===== src/design/fir_q31_pkg.sv =====
// ----------------------------------------------------------------------------
// fir_q31_pkg
// shared constants and controller/datapath interface types of the q31 fir
// ----------------------------------------------------------------------------
package fir_q31_pkg;

  // filter length, 2 to 1024
  localparam int unsigned TAPS = 1024;
  localparam int unsigned IDX_W = (TAPS > 1) ? $clog2(TAPS) : 1;

  // field widths
  localparam int unsigned SAMPLE_W = 32;
  localparam int unsigned COEF_W = 32;
  localparam int unsigned COEF_IDX_W = 10;
  localparam int unsigned ACC_W = 64;
  localparam int unsigned COEF_SHIFT = 28;

  // stream packing
  localparam int unsigned IN_DATA_W = 80;
  localparam int unsigned OUT_DATA_W = 32;

  // item kinds carried in tuser
  localparam logic MODE_SAMPLE = 1'b0;
  localparam logic MODE_COEF = 1'b1;

  // controller to datapath
  typedef struct packed {
    logic clr_en;    // write zero to both stores at the sweep address
    logic coef_wr;   // store the incoming coefficient
    logic push;      // enter the incoming sample, restart the tap sweep
    logic mac_step;  // issue one tap read
    logic emit;      // load the output register
  } fir_cmd_t;

  // datapath to controller
  typedef struct packed {
    logic cnt_last;    // sweep counter on its last tap
    logic pipe_empty;  // no tap in flight through read and multiply
    logic out_free;    // output register can take a result
  } fir_sts_t;

endpackage


===== src/design/fir_q31_ctrl.sv =====
// ----------------------------------------------------------------------------
// fir_q31_ctrl
// sequencer: store clearing, item intake, tap sweep, drain and result hand-off
// ----------------------------------------------------------------------------
module fir_q31_ctrl (
  input  logic                  clk_i,
  input  logic                  rst_ni,
  input  logic                  in_valid_i,
  input  logic                  in_mode_i,
  output logic                  in_ready_o,
  input  fir_q31_pkg::fir_sts_t sts_i,
  output fir_q31_pkg::fir_cmd_t cmd_o
);

  typedef enum logic [4:0] {
    ST_CLEAR = 5'b00001,
    ST_IDLE  = 5'b00010,
    ST_MAC   = 5'b00100,
    ST_DRAIN = 5'b01000,
    ST_EMIT  = 5'b10000
  } fir_state_e;

  fir_state_e state_q, state_d;
  logic       accept;

  assign in_ready_o = (state_q == ST_IDLE);
  assign accept     = in_valid_i && in_ready_o;

  always_comb begin
    state_d = state_q;
    cmd_o   = '0;
    unique case (state_q)
      ST_CLEAR: begin
        cmd_o.clr_en = 1'b1;
        if (sts_i.cnt_last) begin
          state_d = ST_IDLE;
        end
      end
      ST_IDLE: begin
        if (accept) begin
          if (in_mode_i == fir_q31_pkg::MODE_COEF) begin
            cmd_o.coef_wr = 1'b1;
          end else begin
            cmd_o.push = 1'b1;
            state_d    = ST_MAC;
          end
        end
      end
      ST_MAC: begin
        cmd_o.mac_step = 1'b1;
        if (sts_i.cnt_last) begin
          state_d = ST_DRAIN;
        end
      end
      ST_DRAIN: begin
        if (sts_i.pipe_empty) begin
          state_d = ST_EMIT;
        end
      end
      ST_EMIT: begin
        if (sts_i.out_free) begin
          cmd_o.emit = 1'b1;
          state_d    = ST_IDLE;
        end
      end
      default: begin
        state_d = ST_IDLE;
      end
    endcase
  end

  always_ff @(posedge clk_i or negedge rst_ni) begin
    if (!rst_ni) begin
      state_q <= ST_CLEAR;
    end else begin
      state_q <= state_d;
    end
  end

  // a sweep always ends through drain and emit before new intake
  a_mac_exit: assert property (@(posedge clk_i) disable iff (!rst_ni)
    (state_q == ST_MAC && sts_i.cnt_last) |=> (state_q == ST_DRAIN))
    else $error("tap sweep did not end in drain");

  // nothing is taken in while the stores are being cleared
  a_clear_closed: assert property (@(posedge clk_i) disable iff (!rst_ni)
    (state_q == ST_CLEAR) |-> (!in_ready_o && !cmd_o.coef_wr && !cmd_o.push))
    else $error("intake during clearing pass");

  // the clearing pass is left exactly once, into idle
  a_clear_exit: assert property (@(posedge clk_i) disable iff (!rst_ni)
    $fell(state_q == ST_CLEAR) |-> (state_q == ST_IDLE))
    else $error("clearing pass left into wrong state");

endmodule


===== config.mk =====
export PLATFORM = sky130hd
export DESIGN_NAME = fir_q31_ctrl
export DESIGN_NICKNAME = d
export VERILOG_FILES = /design/src/design/fir_q31_pkg.sv /design/src/design/fir_q31_ctrl.sv
export SDC_FILE = /design/constraint.sdc
export NUM_CORES = 1
export LEC_CHECK = 0
export BUFFER_PORTS_ARGS = -buffer_cell sky130_fd_sc_hd__buf_2
export CAP_MARGIN = 20
export CORE_AREA = 2 2 39 41
export CTS_BUF_LIST = sky130_fd_sc_hd__clkbuf_4 sky130_fd_sc_hd__clkbuf_8
export CTS_CLUSTER_DIAMETER = 80
export DETAILED_ROUTE_END_ITERATION = 8
export DIE_AREA = 0 0 41 43
export GPL_TIMING_DRIVEN = 0
export SETUP_SLACK_MARGIN = 0.1
export SYNTH_ARGS = -nofsm -noshare
export SYNTH_HDL_FRONTEND = slang
export SYNTH_SLANG_ARGS = --single-unit

===== constraint.sdc =====
create_clock -name clk_i -period 1.3 [get_ports clk_i]
set_clock_uncertainty 0.1 [all_clocks]
set_input_delay 0.26 -clock clk_i [delete_from_list [all_inputs] [get_ports clk_i]]
set_output_delay 0.26 -clock clk_i [all_outputs]
set_load 0.03 [all_outputs]

# After elaboration in Yosys (flattened, before gate mapping)
# Index checks and enable logic that the tools add are counted.
classes:
  eq_ne: 11
  n_mux: 15
  n_reduce_logical: 2
op_table:
  columns: ["cell", "n"]
  rows:
  - ["two-way mux 5 bit", 6]
  - ["case mux 5 bit (5 select lines)", 1]
  - ["!= test 2 bit (second input constant)", 5]
  - ["two-way mux 1 bit", 6]
  - ["AND reduction 6 bit", 1]
  - ["== test 5 x 1 -> 1 bit (second input constant)", 1]
  - ["== test 5 x 2 -> 1 bit (second input constant)", 1]
  - ["== test 5 x 3 -> 1 bit (second input constant)", 1]
  - ["== test 5 x 4 -> 1 bit (second input constant)", 1]
  - ["== test 5 bit (second input constant)", 1]
  - ["two-way mux 2 bit", 2]
  - ["!= test 2 x 1 -> 1 bit (second input constant)", 1]
  - ["logical AND 1 bit", 1]
word_totals:
  ff_bits: 5
  in_bits: 7
  out_inout_bits: 6

# Depth between registers and ports, before layout
logic_depth:
  ltp_word: 4
  mapped_depth: 5
  ltp_nobuf: 4

# Least setup slack after synthesis
# OpenSTA, ideal clock, no wires.
synth_timing:
  path_type: "reg-to-output"
  from: "reg state_q[3]"
  to: "out cmd_o[3] in the netlist's numbering"
  t_arrival_ps: 1277
  required_ps: 940
  path_slack_ps: -337
  path_stages_with_launch: 6
  path_buffers: 1
  path_cell_list: "dfrtp_1 buf_4 nor2_2 nand3_1 inv_2 and3_1"
synth_rtl:
  columns: ["element", "line_no", "source"]
  rows:
  - ["from (decl)", "fir_q31_ctrl.sv:23", "fir_state_e state_q, state_d;"]
  - ["from (signal assigned)", "fir_q31_ctrl.sv:76", "state_q <= state_d;"]
  - ["to (decl)", "fir_q31_ctrl.sv:12", "output fir_q31_pkg::fir_cmd_t cmd_o"]

==> key figures <==
Timing
  • Fmax: between 500 and 600 MHz
  • RSZ-0062 raised after global routing: true
  • Final setup vio count: 9
  • Final worst slack: -0.438 ns
  • Fin crit share: 134%
  • Final setup TNS: -2.82 ns
  • Max Slew Vio Count: 0
  • Min Tclk post-route: approximately 1.7 ns
  • Rel. slew slack: about four fifths
  • Final hold violations: 0
  • Worst-Margin Slew: approximately 0.27 ns

Yosys
  • Top cells by count, synth: 4 x dfrtp_1, 4 x nor2_1
  • Async SR Flop Fraction: between 90% and 100%
  • Sequential fraction of the synthesis area: roughly 34%
  • Synthesis Warnings: 0
  • Synth Register Bits: 5
  • Largest cells by area after synthesis: dfrtp_1 27%, dfstp_2 7.0%, nor4_4 5.7%
  • Mapped Nets: 47
  • Syn Area/Cell: just over 9 um2
  • Netlist cell types: 28
  • Post-synth top area share: roughly 27%
  • Mapped Cells: 40
  • Number of synthesized flops with an enable pin: 0
  • Cell accounting for the most synthesized area: dfrtp_1
  • Mapped Area: 373 um2
  • Most used DFF post-synth: dfrtp_1

Final layout
  • Reg with most FFs: state_q
  • Area growth from synthesis to layout: 103%
  • Largest regs: state_q x5
  • Share of layout cells above drive strength 1: 71.8%
  • Reg area: about 130 um2
  • Finished Layout Cells: between 80 and 90
  • Nets@finish: between 70 and 80
  • Multi-input gate area: between 200 and 300 um2
  • # diodes: 0
  • FILL cells: 119
  • Max FFs per register: 5

Critical path
  • Largest fanout on the critical path: 6
  • Crit path capture type: output port
  • Crit Reg-Reg Endpoint: state_q[1]
  • CP endpoint: cmd_o[1]
  • Critical path depth in cells: 4
  • Critical path class: flop to output port
  • R2r setup slk: -0.26 ns
  • CP max stage delay: around 0.47 ns
  • Reg2reg path depth: 5
  • Worst Path Buf+Inv: 3
  • Critical-path top delay cell: dfrtp_2
  • CP arrival: approximately 1.4 ns
  • Startpoint types: flop
  • Delay-heaviest family, CP: flip-flops
  • Worst-path cell chain: buf_12, nor4_4, buf_4, buf_6
  • Reg2reg start: state_q[0]
  • Critical Path RT: 0.94 ns
  • Worst Setup SP: state_q[4]

GRT
  • GRT Util Overall: between 10% and 20%
  • First-pass GRT wire length: roughly 1600 um
  • Antenna violations before repair: 0
  • Grt total ovfl: 0
  • Vias in the first global route: 405
  • Largest net degree at the start of global routing: 9

Route
  • Routed length per instance: 13.3 um
  • Via Count: ~430
  • Vias per inst: slightly below 5
  • WL final: about 1200 um
  • DR iter-0 viols: 5
  • Remaining DRCs: 0
  • First-pass DRT Iterations: 4
  • Post-DRT Antenna Nets: 0

Clock network
  • Worst-path clk slew: roughly 0.040 ns
  • CTS tree: yes
  • Root Driver: clkbuf_4
  • CTS Buf Count: 3
  • CTS Buffer Depth: 2
  • Worst-skew pair later-pin latency: ~0.25 ns
  • Clk sinks: 5
  • Max H-tree Level: 1

Place
  • Routability cong.: ~0.68
  • DP HPWL: between 600 and 700 um
  • PortBufs: 12
  • Post-placement setup slack: -0.254 ns
  • Placed Cells: 68

Pwr
  • Flop pwr share: 15.7%
  • Int Power: between 0.0008 and 0.0009 W
  • Combinational power share: ~69%
  • Design Power: about 0.0013 W
  • Max VDD drop: just under 1 mV
  • Sw Pwr: around 0.00053 W
  • Clock share of power: between 10% and 20%
  • Net Sw Frac: between 30% and 40%
  • Power per cell area: 1760 nW/um2
  • P_leak: 0.350 nW

Outcome
  • Failing checks: setup timing
  • Status: complete, but fails checks

Floorplan
  • Initial Utilization: between 20% and 30%
  • I/O pin total: 13
  • Core area: ~1400 um2
  • Die height: 43 um
  • Die area: approximately 1800 um2
  • FP Rows: 14
  • Die X: a little over 40 um

Flow run
  • Max_cap viols: 0

Min path
  • Min-Delay Path Class: primary input to flop
-- timing repair --
| item | in CTS | in global routing |
|---|---|---|
| pin swaps | 4 | 7 |
| cloned | 0 | 0 |
| setup buffers | 6 | 8 |
| endpoints found under the hold margin | 5 | 0 |
| gates resized for setup | 17 | 8 |
| endpoints found under the setup margin | 9 | 11 |
| hold buffers | 1 | 0 |
-- per-layer routing --
layer  global-route usage, %  vias to the layer above  share of wire (%)
met1                    14.0                      204                 33
li1                        -                      204                  -
met2                    23.4                       18                 59
met3                    6.28                        2                6.4
met4                    8.00                        0                1.0
met5                       0                        -                  0
-- worst min-delay path, stage by stage --
cell,delay [ns]
buf_2,0.12
inv_1,0.06
and2_1,0.13
-- through the flow --
step,util (%),cell area [um2],hold slack (ns)
finish,54.6,756,0.232
global route,54.6,756,0.237
CTS,47.1,652,0.214
detailed placement,36.4,504,-0.0209
global placement,36.4,504,-0.0221
floorplan,-,424,-0.136
-- kinds of logic (layout without fill, tap and decap cells) --
kind of cell | Yosys count | in the layout | share of synthesized area, %
xor+xnor | 2 | 2 | 4.70
flops | 5 | 5 | 33.9
simple gates | 19 | 19 | 35.9
compound gates | 7 | 7 | 14.1
buf+inv | 7 | 38 | 11.4
-- power groups by stage --
stage               clock network [W]  logic, W  registers [W]
finish                       0.000205  0.000918       0.000209
global route                 0.000222  0.000987       0.000212
CTS                          0.000214  0.000782       0.000211
detailed placement                  0  0.000594       0.000212
global placement                    0  0.000589       0.000212
floorplan                           0  0.000485       0.000209
-- worst min path at each step --
stage,start,end,slack [ns],cells after the start
finish,sts_i[2],state_q[0],0.23,3
global route,sts_i[2],state_q[0],0.24,3
CTS,sts_i[2],state_q[0],0.21,3
detailed placement,rst_ni,state_q[2],-0.02,1
global placement,rst_ni,state_q[2],-0.02,1
floorplan,rst_ni,state_q[1],-0.14,0
-- cells in the final DEF (no fill, tap or decap), types with 2 or more instances in the layout --
cell type | netlist | layout
nor4_4 | 1 | 2
buf_4 | 2 | 11
buf_6 | 1 | 12
dfrtp_1 | 4 | 3
clkbuf_4 | 0 | 4
and3_4 | 0 | 2
buf_2 | 1 | 6
inv_1 | 2 | 2
nor2_4 | 0 | 3
-- layout make-up --
class                      count  area share, %
timing repair buffer          27           31.3
clock buffer                   4           3.97
tap                           16           2.65
buffer                         4           5.46
multi-input combinational     28           37.6
inverter                       3           2.15
sequential                     5           16.9
Power figures use the tool's default switching activity.
